## src/rtl/core/lsf_pkg.sv

```systemverilog
package lsf_pkg;

  // Point capacity of one set
  localparam int MAX_POINTS = 1024;
  localparam int COUNT_W    = $clog2(MAX_POINTS + 1);

  // Input sample and accumulator widths
  localparam int X_W    = 24;
  localparam int PROD_W = 2 * X_W;
  localparam int SX_W   = 34;
  localparam int SXX_W  = 58;

  // Serial multiplier: A operand up to SXX_W bits, B operand up to SX_W bits
  localparam int MA_W = SXX_W;
  localparam int MB_W = SX_W;
  localparam int MP_W = MA_W + MB_W;

  // Signed width of den / slope numerator / intercept numerator
  localparam int CB_W = 96;

  // Divider
  localparam int RES_W   = 48;
  localparam int Q_W     = RES_W + 1;
  localparam int DV_W    = 120;
  localparam int K_SHIFT = 25;
  localparam int R_SHIFT = 13;
  localparam int STEP_W  = $clog2(Q_W);

  // Set queue between front and back
  localparam int QUEUE_DEPTH = 2;
  localparam int QP_W        = $clog2(QUEUE_DEPTH);
  localparam int QC_W        = $clog2(QUEUE_DEPTH + 1);

  // Port packing
  localparam int IN_TDATA_W  = 2 * X_W;
  localparam int OUT_FIELD_W = 2 * RES_W + COUNT_W;
  localparam int OUT_TDATA_W = ((OUT_FIELD_W + 7) / 8) * 8;

  typedef enum logic [1:0] {
    STATUS_OK         = 2'd0,
    STATUS_DEGENERATE = 2'd1,
    STATUS_SATURATED  = 2'd2,
    STATUS_OVERFLOW   = 2'd3
  } status_e;

  // Totals of one finished set, two's complement where signed
  typedef struct packed {
    logic [COUNT_W-1:0] count;
    logic [SX_W-1:0]    sum_x;
    logic [SX_W-1:0]    sum_y;
    logic [SXX_W-1:0]   sum_xx;
    logic [SXX_W-1:0]   sum_xy;
    logic               overflow;
  } sums_t;

  typedef struct packed {
    logic [RES_W-1:0]   slope;
    logic [RES_W-1:0]   intercept;
    status_e            status;
    logic [COUNT_W-1:0] points;
  } result_t;

endpackage

```

## src/rtl/core/lsf_front.sv

```systemverilog
module lsf_front (
  input  logic                         clk_i,
  input  logic                         rst_ni,
  input  logic                         in_valid_i,
  output logic                         in_ready_o,
  input  logic [lsf_pkg::X_W-1:0]      x_i,
  input  logic [lsf_pkg::X_W-1:0]      y_i,
  input  logic                         last_i,
  output logic                         push_o,
  input  logic                         full_i,
  output lsf_pkg::sums_t               sums_o
);

  logic                              s1_valid_q;
  logic                              s1_last_q;
  logic signed [lsf_pkg::X_W-1:0]    s1_x_q;
  logic signed [lsf_pkg::X_W-1:0]    s1_y_q;

  logic                              s2_valid_q;
  logic                              s2_last_q;
  logic [lsf_pkg::X_W-1:0]           s2_x_q;
  logic [lsf_pkg::X_W-1:0]           s2_y_q;
  logic [lsf_pkg::PROD_W-1:0]        s2_xx_q;
  logic [lsf_pkg::PROD_W-1:0]        s2_xy_q;

  logic signed [lsf_pkg::PROD_W-1:0] xx_prod;
  logic signed [lsf_pkg::PROD_W-1:0] xy_prod;

  logic [lsf_pkg::COUNT_W-1:0]       cnt_q, cnt_d;
  logic [lsf_pkg::SX_W-1:0]          sx_q, sx_d;
  logic [lsf_pkg::SX_W-1:0]          sy_q, sy_d;
  logic [lsf_pkg::SXX_W-1:0]         sxx_q, sxx_d;
  logic [lsf_pkg::SXX_W-1:0]         sxy_q, sxy_d;
  logic                              ovf_q, ovf_d;

  logic                              advance;
  logic                              room;
  logic                              take;

  // whole pipeline holds while a closing point waits for queue space
  assign advance    = !(s2_valid_q && s2_last_q && full_i);
  assign in_ready_o = advance;

  assign xx_prod = s1_x_q * s1_x_q;
  assign xy_prod = s1_x_q * s1_y_q;

  assign room = cnt_q < lsf_pkg::COUNT_W'(lsf_pkg::MAX_POINTS);
  assign take = s2_valid_q && room;

  always_comb begin
    cnt_d = cnt_q;
    sx_d  = sx_q;
    sy_d  = sy_q;
    sxx_d = sxx_q;
    sxy_d = sxy_q;
    ovf_d = ovf_q | (s2_valid_q && !room);
    if (take) begin
      cnt_d = cnt_q + lsf_pkg::COUNT_W'(1);
      sx_d  = sx_q + {{(lsf_pkg::SX_W - lsf_pkg::X_W){s2_x_q[lsf_pkg::X_W-1]}}, s2_x_q};
      sy_d  = sy_q + {{(lsf_pkg::SX_W - lsf_pkg::X_W){s2_y_q[lsf_pkg::X_W-1]}}, s2_y_q};
      sxx_d = sxx_q + {{(lsf_pkg::SXX_W - lsf_pkg::PROD_W){1'b0}}, s2_xx_q};
      sxy_d = sxy_q + {{(lsf_pkg::SXX_W - lsf_pkg::PROD_W){s2_xy_q[lsf_pkg::PROD_W-1]}},
                       s2_xy_q};
    end
  end

  assign push_o          = s2_valid_q && s2_last_q && advance;
  assign sums_o.count    = cnt_d;
  assign sums_o.sum_x    = sx_d;
  assign sums_o.sum_y    = sy_d;
  assign sums_o.sum_xx   = sxx_d;
  assign sums_o.sum_xy   = sxy_d;
  assign sums_o.overflow = ovf_d;

  always_ff @(posedge clk_i or negedge rst_ni) begin
    if (!rst_ni) begin
      s1_valid_q <= 1'b0;
      s2_valid_q <= 1'b0;
    end else if (advance) begin
      s1_valid_q <= in_valid_i;
      s2_valid_q <= s1_valid_q;
    end
  end

  always_ff @(posedge clk_i) begin
    if (advance) begin
      s1_last_q <= last_i;
      s1_x_q    <= x_i;
      s1_y_q    <= y_i;
      s2_last_q <= s1_last_q;
      s2_x_q    <= s1_x_q;
      s2_y_q    <= s1_y_q;
      s2_xx_q   <= xx_prod;
      s2_xy_q   <= xy_prod;
    end
  end

  always_ff @(posedge clk_i or negedge rst_ni) begin
    if (!rst_ni) begin
      cnt_q <= '0;
      sx_q  <= '0;
      sy_q  <= '0;
      sxx_q <= '0;
      sxy_q <= '0;
      ovf_q <= 1'b0;
    end else if (push_o) begin
      cnt_q <= '0;
      sx_q  <= '0;
      sy_q  <= '0;
      sxx_q <= '0;
      sxy_q <= '0;
      ovf_q <= 1'b0;
    end else if (advance) begin
      cnt_q <= cnt_d;
      sx_q  <= sx_d;
      sy_q  <= sy_d;
      sxx_q <= sxx_d;
      sxy_q <= sxy_d;
      ovf_q <= ovf_d;
    end
  end

  a_count_bound: assert property (@(posedge clk_i) disable iff (!rst_ni)
    cnt_q <= lsf_pkg::COUNT_W'(lsf_pkg::MAX_POINTS))
    else $error("point count above capacity");

endmodule

```

## config.mk

```make
export PLATFORM = sky130hd
export DESIGN_NAME = lsf_front
export DESIGN_NICKNAME = d
export VERILOG_FILES = /design/src/rtl/core/lsf_pkg.sv /design/src/rtl/core/lsf_front.sv
export SDC_FILE = /design/constraint.sdc
export NUM_CORES = 2
export LEC_CHECK = 0
export BUFFER_PORTS_ARGS = -buffer_cell sky130_fd_sc_hd__clkbuf_2
export CAP_MARGIN = 20
export CELL_PAD_IN_SITES_DETAIL_PLACEMENT = 0
export CELL_PAD_IN_SITES_GLOBAL_PLACEMENT = 1
export CORE_MARGIN = 8
export CORE_UTILIZATION = 50
export DETAILED_ROUTE_END_ITERATION = 6
export PLACE_DENSITY = 0.92
export SLEW_MARGIN = 20
export SYNTH_ARGS = -nofsm -noshare
export SYNTH_HDL_FRONTEND = slang
export SYNTH_SLANG_ARGS = --single-unit
```

## constraint.sdc

```tcl
create_clock -name clk_i -period 9.2 [get_ports clk_i]
set_input_delay 0.92 -clock clk_i [delete_from_list [all_inputs] [get_ports clk_i]]
set_output_delay 0.92 -clock clk_i [all_outputs]
set_load 0.01 [all_outputs]
```

==> summary.md <==
The run finished with clean final reports. The capturing point of the worst reg2reg path is s2_xx_q[47]. The first global-routing pass estimated 273 mm of wire.

Synthesis produced a netlist with a net count of 8590. Of all nets on the critical path, the largest fanout is 21. Yosys printed 0 warnings. The TritonCTS buffer count came out at 47. The worst setup path is captured at a flip-flop.

Count of placed standard cells in the final layout, fillers left out: 8714. The final design utilization was 54.0%; the number of port buffers was 250. The clock drives 390 sinks. Relative to the synthesized area, the layout overhead comes to 7.31%. At the end of routability-driven placement, the weighted congestion stood at 0.886. The clock tree synthesis step divided the H-tree into 2 levels. Synthesis produced a netlist whose cell count is 6920. The total global routing overflow was 0; the routed via count divided by cell count was 5.58.

In this run the remaining antenna-violating nets after routing total 0. The CTS root buffer was sky130_fd_sc_hd__clkbuf_16. The tools report the number of global-route vias before repair as 51200. Count of pins over their slew limit: 0. The routed design has 168 mm of wire.

The run gives 0 as the detailed-route DRC error count. In this run the register-to-register setup slack is 0.73 ns. In the final layout, the multi-input gates occupy 47400 sq um. The floorplan step set the die height to 374 um. For the pin with the worst max-slew slack, the measured transition is 1.15 ns. The critical path class is flip-flop to flip-flop. The total of fill cells in the finished design came out at 11200. The horizontal die dimension is 374 um.

The run gives 50.4% as the initial core utilization. Measured against its own limit, the worst slew margin works out to 23.6%. Row generation in the floorplan step produced 131 rows.

After the first detailed-routing iteration, the DRC count stood at 3758. The clock tree buffer depth was 3; the routed via count was 48600. Entering global routing, the biggest net connects 174 pins. Critical path startpoint category: a flip-flop. Setup repair after global routing left no endpoint under its margin.

Synthesis inferred 390 register bits. Data arrives at the worst endpoint at 8.82 ns. The final critical path time including I/O delays and setup was 8.47 ns. The core region is 127000 sq um. The final clock skew came out at 0.0413 ns. The tools report the overall fraction of global-route tracks in use as 24.1%. Clock transition at the registers of the reported paths: 0.06 ns. The number of enable-type register cells in the synthesized netlist works out to 192. The library cell used most frequently in the layout, excluding fill and tap cells, is sky130_fd_sc_hd__inv_1. Summing every instance area after synthesis gives 64100 sq um.

Adding up every negative setup slack in the final design gives 0 ns. The source-to-sink clock delay at the later pin of the worst-skew pair came out at 0.63 ns. The logs give 0 for the post-cts repair resize count and 0 for the final hold violation count.

The count of endpoints failing setup in the final report was 0; the I/O pin total was 251. The post-placement cell count came out at 8619. The detailed-route wire length per cell works out to 19.3 um.

The number of cells on the worst reg-to-reg path is 24. In the final design database the tool counted 8681 nets. The max capacitance violation total was 0. The tools report the reg-to-reg startpoint as s1_x_q[16]. The library cells used most frequently in the layout, excluding fill and tap cells, are 1299 x sky130_fd_sc_hd__inv_1, 1166 x sky130_fd_sc_hd__fa_1, 953 x sky130_fd_sc_hd__nand2_1. Of the available clock period, the critical path in the final layout requires 92.0%. Counting distinct cell types in the post-synthesis netlist gives 90. For the worst setup path, the data required time is 9.55 ns. Of the cells placed in the final design, the portion with a size suffix greater than 1 is 6.65%. The path class of the tightest hold or removal check is primary input to asynchronous set/reset pin. TritonCTS built the clock tree.

The first detailed-routing pass took 6 iterations. The tools report the portion of the post-synthesis area used by sequential elements as 16.7%. The most common flop cell mapped by yosys is sky130_fd_sc_hd__dfrtp_1. Across the whole layout, storage elements account for 10700 sq um.

Averaged over all synthesized cells, the footprint is 9.27 sq um. For this run, asynchronously set or reset flops after synthesis account for 50.8%. The die covers 140000 sq um. After legalization and detailed placement, the total HPWL measured 133 mm.

The logs give 0.118 GHz for the highest attainable clock frequency and 4 for the number of antenna violations at the first check in global routing.
## kinds of logic after synthesis
kind of cell / after synthesis / synth area share (%)
AND/OR/NAND/NOR: 1918 / 14.0
adder cells (fa/ha/maj): 1617 / 45.2
buffers and inverters: 1602 / 9.39
AO/OA/AOI/OAI: 1096 / 10.6
flip-flops: 390 / 16.7
XOR/XNOR: 289 / 3.95
multiplexers: 8 / 0.133
## state kept, by name, summed over array words and instances, names as in the netlist, 11 cells and up
signal	cells
cnt_q	11
sx_q	34
sxy_q	58
sxx_q	58
s2_x_q	24
s2_xx_q	46
s2_xy_q	48
s1_y_q	24
sy_q	34
s2_y_q	24
s1_x_q	24
## synthesized netlist by cell type (5+ instances only)
cell type / number / area (sq um)
sky130_fd_sc_hd__and3_1: 51 / 319
sky130_fd_sc_hd__a31oi_1: 34 / 213
sky130_fd_sc_hd__nand3_1: 83 / 415
sky130_fd_sc_hd__nor2_1: 228 / 856
sky130_fd_sc_hd__buf_1: 8 / 30.0
sky130_fd_sc_hd__o211ai_1: 18 / 135
sky130_fd_sc_hd__xnor2_1: 184 / 1610
sky130_fd_sc_hd__nor3_1: 29 / 145
sky130_fd_sc_hd__edfxtp_1: 192 / 5770
sky130_fd_sc_hd__a31o_2: 12 / 105
sky130_fd_sc_hd__and4_1: 11 / 96.3
sky130_fd_sc_hd__o21a_1: 31 / 233
sky130_fd_sc_hd__nor2b_1: 39 / 244
sky130_fd_sc_hd__a22o_1: 11 / 96.3
sky130_fd_sc_hd__o41ai_1: 7 / 61.3
sky130_fd_sc_hd__ha_1: 451 / 5640
sky130_fd_sc_hd__and2_1: 388 / 2430
sky130_fd_sc_hd__o22ai_1: 7 / 43.8
sky130_fd_sc_hd__o21bai_1: 41 / 308
sky130_fd_sc_hd__a211oi_1: 23 / 173
sky130_fd_sc_hd__nand4_1: 36 / 225
sky130_fd_sc_hd__xor2_1: 105 / 920
sky130_fd_sc_hd__dfrtp_1: 198 / 4950
sky130_fd_sc_hd__inv_1: 1300 / 4880
sky130_fd_sc_hd__fa_1: 1166 / 23300
sky130_fd_sc_hd__o21ai_0: 355 / 1780
sky130_fd_sc_hd__nand2b_1: 49 / 307
sky130_fd_sc_hd__o21ai_1: 24 / 120
sky130_fd_sc_hd__o31ai_1: 13 / 97.6
sky130_fd_sc_hd__a21oi_1: 268 / 1340
sky130_fd_sc_hd__nor4_1: 5 / 31.3
sky130_fd_sc_hd__nand2_1: 955 / 3580
sky130_fd_sc_hd__or3_1: 21 / 131
sky130_fd_sc_hd__o31a_1: 7 / 61.3
sky130_fd_sc_hd__a41oi_1: 13 / 114
sky130_fd_sc_hd__a21boi_0: 11 / 82.6
sky130_fd_sc_hd__a21o_1: 155 / 1160
sky130_fd_sc_hd__clkbuf_1: 289 / 1080
## worst max-delay path: stages (launching register included)
cell and delay, ns:
sky130_fd_sc_hd__edfxtp_1 1.03, sky130_fd_sc_hd__inv_1 0.35, sky130_fd_sc_hd__nor2_1 0.29, sky130_fd_sc_hd__inv_1 0.09, sky130_fd_sc_hd__fa_1 0.49, sky130_fd_sc_hd__inv_1 0.06, sky130_fd_sc_hd__fa_1 0.51, sky130_fd_sc_hd__fa_1 0.58
sky130_fd_sc_hd__fa_1 0.43, sky130_fd_sc_hd__fa_1 0.48, sky130_fd_sc_hd__fa_1 0.49, sky130_fd_sc_hd__inv_1 0.06, sky130_fd_sc_hd__fa_1 0.49, sky130_fd_sc_hd__inv_1 0.05, sky130_fd_sc_hd__ha_1 0.40, sky130_fd_sc_hd__nand3_1 0.11
sky130_fd_sc_hd__nor3_1 0.13, sky130_fd_sc_hd__o21ai_0 0.13, sky130_fd_sc_hd__o21ai_2 0.33, sky130_fd_sc_hd__nor2_1 0.15, sky130_fd_sc_hd__o41ai_1 0.52, sky130_fd_sc_hd__o221ai_1 0.32, sky130_fd_sc_hd__o32ai_1 0.40, sky130_fd_sc_hd__o22ai_1 0.16
sky130_fd_sc_hd__xnor2_1 0.15
## through the flow
stage	hold WS [ns]	area, sq um	setup slack [ns]
floorplan	0.400	64100	1.31
global placement	0.421	67100	1.04
detailed placement	0.407	67100	0.768
CTS	0.321	68700	0.688
global route	0.329	68800	0.195
finish	0.277	68800	0.733
## worst max-delay path by stage
stage / from / end / slack (ns) / cells after the start
finish: s1_x_q[16] / s2_xx_q[47] / 0.73 / 24
global route: s1_x_q[23] / s2_xy_q[47] / 0.20 / 24
CTS: s1_y_q[0] / s2_xy_q[47] / 0.69 / 24
detailed placement: s1_x_q[23] / s2_xx_q[47] / 0.77 / 22
global placement: s1_x_q[11] / s2_xx_q[47] / 1.04 / 24
floorplan: full_i / cnt_q[4] / 1.31 / 8
## final cells by class
| class | instances | share of cell area, % |
|---|---|---|
| antenna | 3 | 0.0109 |
| inverter | 1301 | 7.11 |
| timing repair buffer | 343 | 2.97 |
| multi-input combinational | 4928 | 68.9 |
| clock buffer | 54 | 1.84 |
| sequential | 390 | 15.6 |
| clock inverter | 33 | 0.560 |
| tap | 1662 | 3.02 |
## layer usage
layer  track usage (%)  share of wire, %
met1              31.6                41
met2              41.3                49
met3              3.15               6.8
met4              7.98               3.7
met5                 0                 0
## timing repair
item | in CTS | in global routing
buffers inserted | 0 | 2
hold buffers | 0 | 0
endpoints found under the hold margin | 0 | 0
endpoints found under the setup margin | 0 | 1
Power is left out: the tool's default activity adds up to more than one toggle a clock period on the data nets, which glitch-free logic cannot reach.
