==> src/rtl/core/lsf_pkg.sv <==
package lsf_pkg;

  // Point capacity of one set
  localparam int MAX_POINTS = 1024;
  localparam int COUNT_W    = $clog2(MAX_POINTS + 1);

  // Input sample and accumulator widths
  localparam int X_W    = 24;
  localparam int PROD_W = 2 * X_W;
  localparam int SX_W   = 34;
  localparam int SXX_W  = 58;

  // Serial multiplier: A operand up to SXX_W bits, B operand up to SX_W bits
  localparam int MA_W = SXX_W;
  localparam int MB_W = SX_W;
  localparam int MP_W = MA_W + MB_W;

  // Signed width of den / slope numerator / intercept numerator
  localparam int CB_W = 96;

  // Divider
  localparam int RES_W   = 48;
  localparam int Q_W     = RES_W + 1;
  localparam int DV_W    = 120;
  localparam int K_SHIFT = 25;
  localparam int R_SHIFT = 13;
  localparam int STEP_W  = $clog2(Q_W);

  // Set queue between front and back
  localparam int QUEUE_DEPTH = 2;
  localparam int QP_W        = $clog2(QUEUE_DEPTH);
  localparam int QC_W        = $clog2(QUEUE_DEPTH + 1);

  // Port packing
  localparam int IN_TDATA_W  = 2 * X_W;
  localparam int OUT_FIELD_W = 2 * RES_W + COUNT_W;
  localparam int OUT_TDATA_W = ((OUT_FIELD_W + 7) / 8) * 8;

  typedef enum logic [1:0] {
    STATUS_OK         = 2'd0,
    STATUS_DEGENERATE = 2'd1,
    STATUS_SATURATED  = 2'd2,
    STATUS_OVERFLOW   = 2'd3
  } status_e;

  // Totals of one finished set, two's complement where signed
  typedef struct packed {
    logic [COUNT_W-1:0] count;
    logic [SX_W-1:0]    sum_x;
    logic [SX_W-1:0]    sum_y;
    logic [SXX_W-1:0]   sum_xx;
    logic [SXX_W-1:0]   sum_xy;
    logic               overflow;
  } sums_t;

  typedef struct packed {
    logic [RES_W-1:0]   slope;
    logic [RES_W-1:0]   intercept;
    status_e            status;
    logic [COUNT_W-1:0] points;
  } result_t;

endpackage

==> src/rtl/core/lsf_queue.sv <==
module lsf_queue (
  input  logic           clk_i,
  input  logic           rst_ni,
  input  logic           push_i,
  input  lsf_pkg::sums_t data_i,
  output logic           full_o,
  output logic           valid_o,
  input  logic           pop_i,
  output lsf_pkg::sums_t data_o
);

  lsf_pkg::sums_t           mem_q [lsf_pkg::QUEUE_DEPTH];
  logic [lsf_pkg::QP_W-1:0] wr_ptr_q;
  logic [lsf_pkg::QP_W-1:0] rd_ptr_q;
  logic [lsf_pkg::QC_W-1:0] cnt_q;
  logic                     do_pop;

  assign full_o  = cnt_q == lsf_pkg::QC_W'(lsf_pkg::QUEUE_DEPTH);
  assign valid_o = cnt_q != '0;
  assign data_o  = mem_q[rd_ptr_q];
  assign do_pop  = pop_i && valid_o;

  always_ff @(posedge clk_i) begin
    if (push_i) begin
      mem_q[wr_ptr_q] <= data_i;
    end
  end

  always_ff @(posedge clk_i or negedge rst_ni) begin
    if (!rst_ni) begin
      wr_ptr_q <= '0;
      rd_ptr_q <= '0;
      cnt_q    <= '0;
    end else begin
      if (push_i) begin
        wr_ptr_q <= wr_ptr_q + lsf_pkg::QP_W'(1);
      end
      if (do_pop) begin
        rd_ptr_q <= rd_ptr_q + lsf_pkg::QP_W'(1);
      end
      if (push_i && !do_pop) begin
        cnt_q <= cnt_q + lsf_pkg::QC_W'(1);
      end else if (do_pop && !push_i) begin
        cnt_q <= cnt_q - lsf_pkg::QC_W'(1);
      end
    end
  end

  a_no_push_full: assert property (@(posedge clk_i) disable iff (!rst_ni)
    push_i |-> !full_o)
    else $error("set pushed into full queue");

  a_fill_bound: assert property (@(posedge clk_i) disable iff (!rst_ni)
    cnt_q <= lsf_pkg::QC_W'(lsf_pkg::QUEUE_DEPTH))
    else $error("queue fill above depth");

endmodule

==> config.mk <==
export PLATFORM = sky130hd
export DESIGN_NAME = lsf_queue
export DESIGN_NICKNAME = d
export VERILOG_FILES = /design/src/rtl/core/lsf_pkg.sv /design/src/rtl/core/lsf_queue.sv
export SDC_FILE = /design/constraint.sdc
export NUM_CORES = 1
export LEC_CHECK = 0
export BUFFER_PORTS_ARGS = -buffer_cell sky130_fd_sc_hd__buf_4
export CAP_MARGIN = 20
export CORE_UTILIZATION = 50
export CTS_BUF_LIST = sky130_fd_sc_hd__clkbuf_8
export DETAILED_ROUTE_END_ITERATION = 12
export PLACE_DENSITY_LB_ADDON = 0.3
export SLEW_MARGIN = 40
export SYNTH_ARGS = -nofsm -noshare
export SYNTH_HDL_FRONTEND = slang
export SYNTH_SLANG_ARGS = --single-unit
==> constraint.sdc <==
create_clock -name clk_i -period 15.8 [get_ports clk_i]
set_input_delay 0.79 -clock clk_i [delete_from_list [all_inputs] [get_ports clk_i]]
set_output_delay 0.79 -clock clk_i [all_outputs]
set_load 0.02 [all_outputs]
==> results.md, run 1 <==
- I/O pin total: 398
- Initial antenna violation count: 0
- CP Max Fanout: 56
- EDFF count, synth: 392
- F_max: around 0.25 GHz
- Post-place setup slack: between 10 and 15 ns
- Setup Crit Path Kind: flop to output port
- DRT Pass-1 Iters: 5
- Most frequent cell after synthesis: edfxtp_1
- CTS max path bufs: 3
- Number of cell rows: 62
- CTS tree: built
- RD Place Congestion: 0.773
- Total gr overflow: 0
- DP Cell Count: ~1400
- Top cell type's share of synthesized area: about four fifths
- Synth-to-Final Area Change: 29.9%
- FF+latch count, synth: 396
- Setup TNS: 0 ns
- Finished Layout Cells: 1498
- Register area: 11900 µm²
- Vias in the first global route: just under 8000
- Mapped Nets: 827
- Worst EP required: 15.01 ns
- # setup viols final: 0
- Vias per inst: 4.92
- Slew headroom: a little under half
- Delay-heaviest family, CP: buffers and inverters
- Fillers: 1924
- DR DRC count: 0
- PnR worst setup slack: 11.85 ns
- Leak: about 7.7 nW
- Via count: around 7400
- Worst path slowest cell: dfrtp_4
- Core ar.: 29000 µm²
- RSZ-0062 raised after global routing: false
- Mapped Cells: 626
- Startpoint types: flop
- Synth warn: 0
- Max_cap viols: 0
- Max Slew Vio Count: 0
- Top cells by count, synth: 392 x edfxtp_1, 130 x mux2_4, 66 x mux2_2, 16 x buf_6, 6 x buf_2
- Synth async-reset ratio: 1.01%
- # diodes: 0
- Hpwl dp: 20.0 mm
- Die width: 174 µm
- Outcome: complete, no violations
- Synthesized area per cell: 23.7 µm²
- CTS root buffer: clkbuf_8
- CP cell instances: buf_6, buf_6, mux2_2, buf_4
- # nets final: 1275
- Final period utilization: approximately a quarter
- Hold Path Class: primary input to flop
- Antenna viol nets, final: 0
- GRT Total Usage: approximately a fifth
- Main flop type after synthesis: edfxtp_1
- CP Data Arrival Time: ~3.2 ns
- CP most frequent cell: buf_6
- Max VDD drop: 145 µV
- Die Y-Extent: 174 µm
- Wire per inst: 19.6 µm
- Yosys cell types: 14
- Clock period minus worst slack: ~4 ns
- Multi-input gate area: 2790 µm²
- Power, Total: between 3 and 4 mW
- Total Wirelength: 29.3 mm
- Setup crit end kind: output port
- Synth area leaders: edfxtp_1 79%, mux2_4 13%, mux2_2 5.0%, buf_6 1.2%, dfrtp_1 0.67%
- Worst path max stage delay: 0.65 ns
- CTS buffer count: 61
- Power density cells: 182 nW/µm²
- H-Tree Depth: 2
- Layout cells sized above 1: 60.3%
- Pin count of the biggest net entering global routing: 82
- Bufs and invs on worst path: 3
- Register area share after synthesis: 79.9%
- Die area: 30400 µm²
- Final hold violation count: 0
- Synth area leader: edfxtp_1
- Worst Clk Skew: 0.00748 ns
- CTS sink cnt: 396
- PortBufs: 397
- Post-synthesis cell area: 14900 µm²
- Detailed Route Iter0 Violations: ~510
- Initial Utilization: around half
- Clock-pin slew on the worst setup and hold paths: approximately 0.060 ns
- Slew @ Worst Pin: between 0.8 and 0.9 ns
- Clk_lat worst skew: ~0.57 ns
- First-pass GRT wire length: 43.4 mm
## flip-flops by register name, summed over array words and instances, names as in the netlist
register and flops:
rd_ptr_q 1, wr_ptr_q 1, cnt_q 2, mem_q 392
## cells in the final DEF (no fill, tap or decap), types with 2 or more instances in the layout
master | Yosys | routed
buf_4 | 0 | 397
edfxtp_1 | 392 | 392
mux2_4 | 130 | 130
mux2_2 | 66 | 66
clkbuf_8 | 0 | 61
inv_1 | 0 | 25
clkinv_1 | 0 | 12
buf_6 | 16 | 7
xor2_1 | 3 | 3
clkinv_2 | 0 | 3
dfrtp_1 | 4 | 3
xnor2_1 | 2 | 2
bufinv_16 | 0 | 2
## per-stage QoR
step / utilization [%] / instance area, µm² / hold WS (ns)
global route: 66.6 / 19300 / 0.351
finish: 66.6 / 19300 / 0.401
floorplan: - / 14900 / 0.447
detailed placement: 62.9 / 18200 / 0.475
CTS: 66.6 / 19300 / 0.354
global placement: 62.7 / 18200 / 0.482
## logic make-up (layout without fill, tap and decap cells)
family | after synthesis | after routing | share of synthesized area (%)
fa+ha+maj | 1 | 1 | 0.0842
mux | 196 | 196 | 18.1
buf+inv | 22 | 510 | 1.41
simple gates | 6 | 6 | 0.219
flops | 396 | 396 | 79.9
xor+xnor | 5 | 5 | 0.295
## timing repair
action,4_1_cts,5_1_grt
resized for setup,0,0
buffers inserted,0,0
hold endpoints to repair,4,0
hold buffers,1,0
setup endpoints to repair,0,0
## where the power goes
group          internal (mW)  total, mW  switching (mW)
registers               1.40       1.46          0.0629
clock network          0.386      0.738           0.352
logic                  0.629       1.32           0.687
total                   2.41       3.51            1.10
## worst paths after layout
kind / to / cells past startpoint / start / slack, ns
max reg2reg: mem_q[1][147] / 2 / wr_ptr_q / 13.71
max: data_o[175] / 4 / rd_ptr_q / 11.85
min in group asynchronous: cnt_q[1] / 2 / rst_ni / 0.56
min reg2reg: cnt_q[1] / 1 / cnt_q[1] / 0.49
min: mem_q[1][49] / 1 / data_i[49] / 0.40
max in group asynchronous: rd_ptr_q / 2 / rst_ni / 15.13
## layer usage
layer | up-vias | global-route usage, % | wire length (µm)
met5 | - | 0 | 0
li1 | 3392 | - | -
met3 | 40 | 7.66 | 3310
met2 | 387 | 30.9 | 14300
met4 | 0 | 4.86 | 435
met1 | 3556 | 22.9 | 11200
## area by class of cell
class,instances,area share [%]
multi-input combinational,208,14.5
tap,384,2.49
clock buffer,61,4.35
clock inverter,42,1.11
sequential,396,61.5
timing repair buffer,407,16.1
Power figures use the tool's default switching activity.
==> run 2, diff against run 1 <==
- ABC_AREA: default -> 1
- CORE_UTILIZATION: 50 -> 49
- clock period: 15.8 -> 3.59 ns (I/O delays scaled with it)
==> run 2 against run 1 <==
Routed wire length increased by 24%. Power rose to 4.6 times the previous value. Global-route usage grew 4.9 points. Flip-flop and latch count stayed put. Sequential power increased to 4.3 times the previous value. Clock power grew to 4.4 times the previous value. Largest cell class unchanged. Largest power group is now combinational logic.
==> results.md, run 2 <==
- Outcome: complete, no violations (unchanged)
- Worst R2R End: mem_q[0][194] (was mem_q[1][147])
- Final instance area: 20900 µm² (was 19300 µm²)
- Layout cells sized above 1: 28.1% (was 60.3%)
- Antenna viol nets, final: 0 (unchanged)
- Mapped Cells: 1051 (was 626)
- P_sw: 6.01 mW (was 1.10 mW)
- Internal: 10.0 mW (was 2.41 mW)
- Setup Crit Path Kind: flop to output port (unchanged)
- Register area share after synthesis: 82.0% (was 79.9%)
- FF+latch count, synth: 396 (unchanged)
- FF-to-FF setup slack: 1.74 ns (was 13.71 ns)
- Finished Layout Cells: 2109 (was 1498)
- Hpwl dp: 20.3 mm (was 20.0 mm)
- # hold bufs at CTS: 200 (was 1)
- Most common cell after layout, fill and taps aside: nand2_1 (was buf_4)
- Max VDD drop: 477 µV (was 145 µV)
- First-pass GRT wire length: 55.3 mm (was 43.4 mm)
- Setup crit end kind: output port (unchanged)
- CTS sink cnt: 396 (unchanged)
- Max_cap viols: 0 (unchanged)
- CTS tree: built (unchanged)
- F_max: 0.396 GHz
- Switch share: 37.4% (was 31.3%)
- Hold Path Class: primary input to flop (unchanged)
- Max Slew Vio Count: 0 (unchanged)
- Biggest regs: mem_q (392), cnt_q (2) (unchanged)
- Slew @ Worst Pin: 0.719 ns (was 0.804 ns)
- Total Wirelength: 36.4 mm (was 29.3 mm)
- CTS root buffer: clkbuf_8 (unchanged)
- Reg power frac: 39.6% (was 41.5%)
- DR DRC count: 0 (unchanged)
- Post-CTS Resized: 0 (unchanged)
- Post-place setup slack: 1.72 ns (was 12.23 ns)
- Combinational power share: 40.1% (was 37.5%)
- Worst EP required: 3.41 ns (was 15.01 ns)
- # setup viols final: 0 (unchanged)
- Slew headroom: 52.1% (was 46.4%)
- I/O pin total: 398 (unchanged)
- Total gr overflow: 0 (unchanged)
- Synth warn: 0 (unchanged)
- Pin count of the biggest net entering global routing: 112 (was 82)
- Die area: 30200 µm² (was 30400 µm²)
- Setup TNS: 0 ns (unchanged)
- Setup bufs post-CTS: 0 (unchanged)
- EDFF count, synth: 392 (unchanged)
- Worst flop-to-flop path startpoint: wr_ptr_q (unchanged)
- Synth area leaders: edfxtp_1 81%, nand2_1 15%, buf_2 0.83%, buf_4 0.78%, dfrtp_1 0.69% (was edfxtp_1 79%, mux2_4 13%, mux2_2 5.0%, buf_6 1.2%, dfrtp_1 0.67%)
- PnR worst setup slack: 1.07 ns (was 11.85 ns)
- H-Tree Depth: 2 (unchanged)
- DRT Pass-1 Iters: 5 (unchanged)
- # nets final: 1879 (was 1275)
- Synth-to-Final Area Change: 44.5% (was 29.9%)
- Detailed Route Iter0 Violations: 699 (was 511)
- Clock-pin slew on the worst setup and hold paths: 0.07 ns (was 0.06 ns)
- Biggest register: mem_q (unchanged)
- Die width: 174 µm (about the same)
- Clk_lat worst skew: 0.59 ns (was 0.57 ns)
- Yosys cell types: 14 (unchanged)
- Mapped Nets: 1252 (was 827)
- CTS buffer count: 60 (was 61)
- DP Cell Count: 1799 (was 1394)
- Power density cells: 768 nW/µm² (was 182 nW/µm²)
- CTS max path bufs: 3 (unchanged)
- PortBufs: 397 (unchanged)
- Vias per inst: 4.85 (was 4.92)
- GRT Total Usage: 23.7% (was 18.8%)
- Power, Total: 16.1 mW (was 3.51 mW)
- CP Max Fanout: 61 (was 56)
- Worst Clk Skew: 0.0158 ns (was 0.00748 ns)
- Multi-input gate area: 2300 µm² (was 2790 µm²)
- Top cell type's share of synthesized area: 81.3% (was 79.2%)
- Final hold violation count: 0 (unchanged)
- Max reg flops: 392 (unchanged)
- Leak: 8.98 nW (was 7.70 nW)
- Startpoint types: flop (unchanged)
- RD Place Congestion: 0.795 (was 0.773)
- HP Start: data_i[19] (was data_i[49])
- Clk pwr share: 20.4% (was 21.0%)
- Most frequent cell after synthesis: nand2_1 (was edfxtp_1)
- Main flop type after synthesis: edfxtp_1 (unchanged)
- Top cells by count, synth: 597 x nand2_1, 392 x edfxtp_1, 24 x buf_2, 15 x buf_4, 6 x inv_1 (was 392 x edfxtp_1, 130 x mux2_4, 66 x mux2_2, 16 x buf_6, 6 x buf_2)
- Clock period minus worst slack: 2.52 ns
- Cell Area, Placed: 17800 µm² (was 18200 µm²)
- Wire per inst: 17.3 µm (was 19.6 µm)
- Most frequent cells in the layout: 596 x nand2_1, 401 x buf_4, 392 x edfxtp_1 (was 397 x buf_4, 392 x edfxtp_1, 130 x mux2_4)
- WHS Endpoint: mem_q[0][19] (was mem_q[1][49])
- Vias in the first global route: 10700 (was 7714)
- Worst Setup SP: rd_ptr_q (unchanged)
- Worst hold path depth: 2 (was 1)
- Via count: 10200 (was 7375)
- Register area: 11900 µm² (unchanged)
- Core ar.: 28900 µm² (was 29000 µm²)
- Initial antenna violation count: 4 (was 0)
- Fillers: 1756 (was 1924)
- Initial Utilization: 50.2% (was 51.2%)
- Synthesized area per cell: 13.8 µm² (was 23.7 µm²)
- Reg2Reg Depth: 2 (unchanged)
- Post-synthesis cell area: 14500 µm² (was 14900 µm²)
- Synth area leader: edfxtp_1 (unchanged)
- Die Y-Extent: 174 µm (about the same)
- RSZ-0062 raised after global routing: false (unchanged)
- Final period utilization: about 70%
- Synth async-reset ratio: 1.01% (unchanged)
- CP Data Arrival Time: 2.35 ns (was 3.16 ns)
- Number of cell rows: 62 (unchanged)
## run 2: cells by family (layout without fill, tap and decap cells)
group | Yosys count | count (layout) | share of synthesized area [%]
other | 0 | 4 | 0
buffers and inverters | 50 | 720 | 2.12
DFF | 396 | 396 | 82.0
adders and majority gates | 1 | 1 | 0.0864
and+or+nand+nor | 602 | 602 | 15.6
xor gates and xnor gates | 2 | 2 | 0.121
## run 2: stage by stage
step,util [%],hold slack (ns)
2_1_floorplan,-,-0.116
3_3_place_gp,61.7,-0.0133
3_5_place_dp,61.8,-0.0125
4_1_cts,72.4,0.280
5_1_grt,72.5,0.294
6_report,72.5,0.317
## run 2: power groups by stage
| stage | clock [mW] | sequential, mW | combinational [mW] |
|---|---|---|---|
| final | 3.27 | 6.35 | 6.43 |
| after global routing | 3.51 | 6.42 | 6.89 |
| after CTS | 3.31 | 6.35 | 6.38 |
| after detailed placement | 0 | 6.44 | 6.18 |
| after global placement | 0 | 6.40 | 6.09 |
| after floorplan | 0 | 6.48 | 3.55 |
## run 2: how the worst max path moves through the flow
stage,endpoint,slack [ns]
3_3_place_gp,data_o[128],1.71
6_report,data_o[135],1.07
3_5_place_dp,mem_q[0][179],1.72
5_1_grt,data_o[167],0.94
2_1_floorplan,mem_q[1][0],-0.22
4_1_cts,data_o[135],1.07
## run 2: area by class of cell
class                   instances  area share, %
clock inverters                44          0.987
clock buffers                  61           4.01
diodes                          4         0.0479
well taps                     384           2.30
multi-input cells             605           11.0
flip-flops and latches        396           56.8
inverters                       7          0.168
repair buffers                608           24.7
## run 2: routing by layer
metal,global-route usage (%),part of all wire (%),vias up
met1,26.8,37,4865
met5,0,0,-
met4,8.48,2.4,0
met2,42.4,52,486
met3,6.89,8.6,62
li1,-,-,4810
## run 2: worst max-delay path, cell delays in order (launching register included)
cell,delay (ns)
dfrtp_4,0.51
inv_6,0.19
buf_4,0.58
nand2_1,0.15
nand2_1,0.14
buf_4,0.15
==> run 3, diff against run 2 <==
- clock period: 3.59 -> 2.25 ns (I/O delays scaled with it)
==> run 3 against run 2 <==
Die area unchanged. Global-route usage rose by 0.68 points. First-iteration DRC count is 15% higher. Routed wire length up 2.5%. Cell count increased by 0.43%. Clock skew fell by 0.00066 ns. Critical path depth fell by 1. Final area is 1.1% higher. Combinational power up 60%. Sequential share of layout area decreased by 0.61 points. Power up 65%. Via count is 0.61% higher. Critical path type unchanged. Highest routed layer unchanged.
==> results.md, run 3 (synthesized netlist as in run 2, its figures left out) <==
- # setup viols final: 0 (unchanged)
- Worst Clk Skew: 0.0151 ns (was 0.0158 ns)
- Setup crit end kind: output port (unchanged)
- Power density cells: 1250 nW/µm² (was 768 nW/µm²)
- Worst Setup SP: rd_ptr_q (unchanged)
- Initial Utilization: 50.2% (unchanged)
- Max Slew Vio Count: 0 (unchanged)
- FF-to-FF setup slack: 0.70 ns (was 1.74 ns)
- Startpoint types: flop (unchanged)
- DRT Pass-1 Iters: 5 (unchanged)
- Worst EP required: 2.14 ns (was 3.41 ns)
- GRT Total Usage: 24.4% (was 23.7%)
- Delay-heaviest family, CP: buffers and inverters (unchanged)
- PnR worst setup slack: 0.0824 ns (was 1.07 ns)
- CTS tree: built (unchanged)
- Final period utilization: 96.3%
- Via count: 10300 (was 10200)
- Antenna viol nets, final: 0 (unchanged)
- Vias in the first global route: 10900 (was 10700)
- Cell count along the critical path: 4 (was 5)
- Final instance area: 21100 µm² (was 20900 µm²)
- Worst hold path depth: 2 (unchanged)
- Setup bufs post-CTS: 0 (unchanged)
- Worst path max stage delay: 0.49 ns (was 0.58 ns)
- RD Place Congestion: 0.816 (was 0.795)
- Detailed Route Iter0 Violations: 806 (was 699)
- Slew @ Worst Pin: 0.652 ns (was 0.719 ns)
- Die width: 174 µm (unchanged)
- Worst setup path end: data_o[20] (was data_o[135])
- Layout cells sized above 1: 28.2% (was 28.1%)
- Synth-to-Final Area Change: 46.1% (was 44.5%)
- Vias per inst: 4.86 (was 4.85)
- Post-place setup slack: 0.617 ns (was 1.72 ns)
- Die area: 30200 µm² (unchanged)
- Hpwl dp: 20.6 mm (was 20.3 mm)
- Outcome: complete, no violations (unchanged)
- PortBufs: 397 (unchanged)
- Max_cap viols: 0 (unchanged)
- CP Data Arrival Time: 2.06 ns (was 2.35 ns)
- CTS root buffer: clkbuf_8 (unchanged)
- CP cell instances: buf_12, nand2_1, nand2_1, buf_4 (was inv_6, buf_4, nand2_1, nand2_1, buf_4)
- Reg2Reg Depth: 2 (unchanged)
- Pin count of the biggest net entering global routing: 114 (was 112)
- Total Wirelength: 37.3 mm (was 36.4 mm)
- Number of cell rows: 62 (unchanged)
- Most common cell after layout, fill and taps aside: nand2_1 (unchanged)
- Initial antenna violation count: 4 (unchanged)
- CP most frequent cell: nand2_1
- Hold Path Class: primary input to flop (unchanged)
- Wire per inst: 17.6 µm (was 17.3 µm)
- CTS buffer count: 60 (unchanged)
- I/O pin total: 398 (unchanged)
- Max reg flops: 392 (unchanged)
- Clk_lat worst skew: 0.58 ns (was 0.59 ns)
- RSZ-0062 raised after global routing: true (was false)
- Worst path slowest cell: dfrtp_4 (was buf_4)
- Biggest register: mem_q (unchanged)
- Fillers: 1748 (was 1756)
- Biggest regs: mem_q (392), cnt_q (2) (unchanged)
- DR DRC count: 0 (unchanged)
- Cell Area, Placed: 17900 µm² (was 17800 µm²)
- Final hold violation count: 0 (unchanged)
- Slew headroom: 56.6% (was 52.1%)
- CTS max path bufs: 3 (unchanged)
- Core ar.: 28900 µm² (unchanged)
- Die Y-Extent: 174 µm (unchanged)
- Max VDD drop: 996 µV (was 477 µV)
- F_max: 0.461 GHz
- Clock-pin slew on the worst setup and hold paths: 0.07 ns (about the same)
- CTS sink cnt: 396 (unchanged)
- Worst flop-to-flop path startpoint: wr_ptr_q (unchanged)
- H-Tree Depth: 2 (unchanged)
- Leak: 9.07 nW (was 8.98 nW)
- CP Max Fanout: 113 (was 61)
- Setup Crit Path Kind: flop to output port (unchanged)
- Bufs and invs on worst path: 2 (was 3)
- Total gr overflow: 0 (unchanged)
- Worst R2R End: mem_q[0][103] (was mem_q[0][194])
- Clock period minus worst slack: 2.17 ns
- Most frequent cells in the layout: 596 x nand2_1, 399 x buf_4, 392 x edfxtp_1 (was 596 x nand2_1, 401 x buf_4, 392 x edfxtp_1)
- # nets final: 1880 (was 1879)
- First-pass GRT wire length: 56.8 mm (was 55.3 mm)
[run 3: cell count changes in the layout (fill, tap and decap cells not counted)]
cell,before,now
buf_12,6,8
buf_4,401,399
buf_6,0,1
bufinv_16,1,7
clkinv_1,14,22
clkinv_2,6,3
clkinv_8,0,1
inv_1,26,23
inv_6,1,0
[run 3: worst min-delay path by stage]
stage / from / to
4_1_cts: data_i[43] / mem_q[1][43]
3_3_place_gp: rst_ni / cnt_q[0]
5_1_grt: data_i[37] / mem_q[1][37]
2_1_floorplan: rst_ni / cnt_q[0]
3_5_place_dp: rst_ni / cnt_q[0]
6_report: data_i[186] / mem_q[1][186]
[run 3: worst reg2reg max path: stages, from the launching register on]
cell	delay (ns)
dfrtp_1	0.44
nor2_4	0.17
buf_12	0.42
[run 3: what timing repair did]
action,CTS,global route
cloned,0,0
hold buffers,200,0
gates resized for setup,1,3
endpoints found under the setup margin,27,74
pin swaps,0,0
hold endpoints to repair,400,0
[run 3: metal layers]
metal	GRT usage, %	share of wire [%]	vias to the layer above
li1	-	-	4825
met1	28.1	37	4928
met2	43.7	53	477
met3	6.84	8.3	55
met4	7.68	2.2	0
met5	0	0	-
[run 3: final cells by class]
cell class / count / area (µm²) / share of cell area, %
well taps: 384 / 480 / 2.27
multi-input cells: 605 / 2300 / 10.9
flip-flops and latches: 396 / 11900 / 56.2
repair buffers: 609 / 5200 / 24.6
clock buffers: 61 / 840 / 3.97
inverters: 7 / 42.5 / 0.201
diodes: 4 / 10.0 / 0.0474
clock inverters: 52 / 390 / 1.85
[run 3: where the power goes]
part,leakage (nW),switching (mW),internal (mW),total [mW]
registers,3.73,0.390,9.79,10.2
logic,4.66,6.63,3.69,10.3
clock network,0.680,2.69,3.32,6.01
total,9.07,9.71,16.8,26.5
[run 3: through the flow]
| step | hold WS [ns] | power [mW] | std cells | utilization (%) | setup TNS (ns) |
|---|---|---|---|---|---|
| 3_5_place_dp | -0.0833 | 20.2 | 1801 | 62.0 | 0 |
| 5_1_grt | 0.213 | 27.8 | 2117 | 73.2 | -0.0186 |
| 2_1_floorplan | -0.183 | 16.0 | 1051 | - | -599.45 |
| 3_3_place_gp | -0.0807 | 20.1 | 1801 | 62.0 | 0 |
| 6_report | 0.256 | 26.5 | 2118 | 73.3 | 0 |
| 4_1_cts | 0.215 | 26.5 | 2114 | 73.2 | 0 |
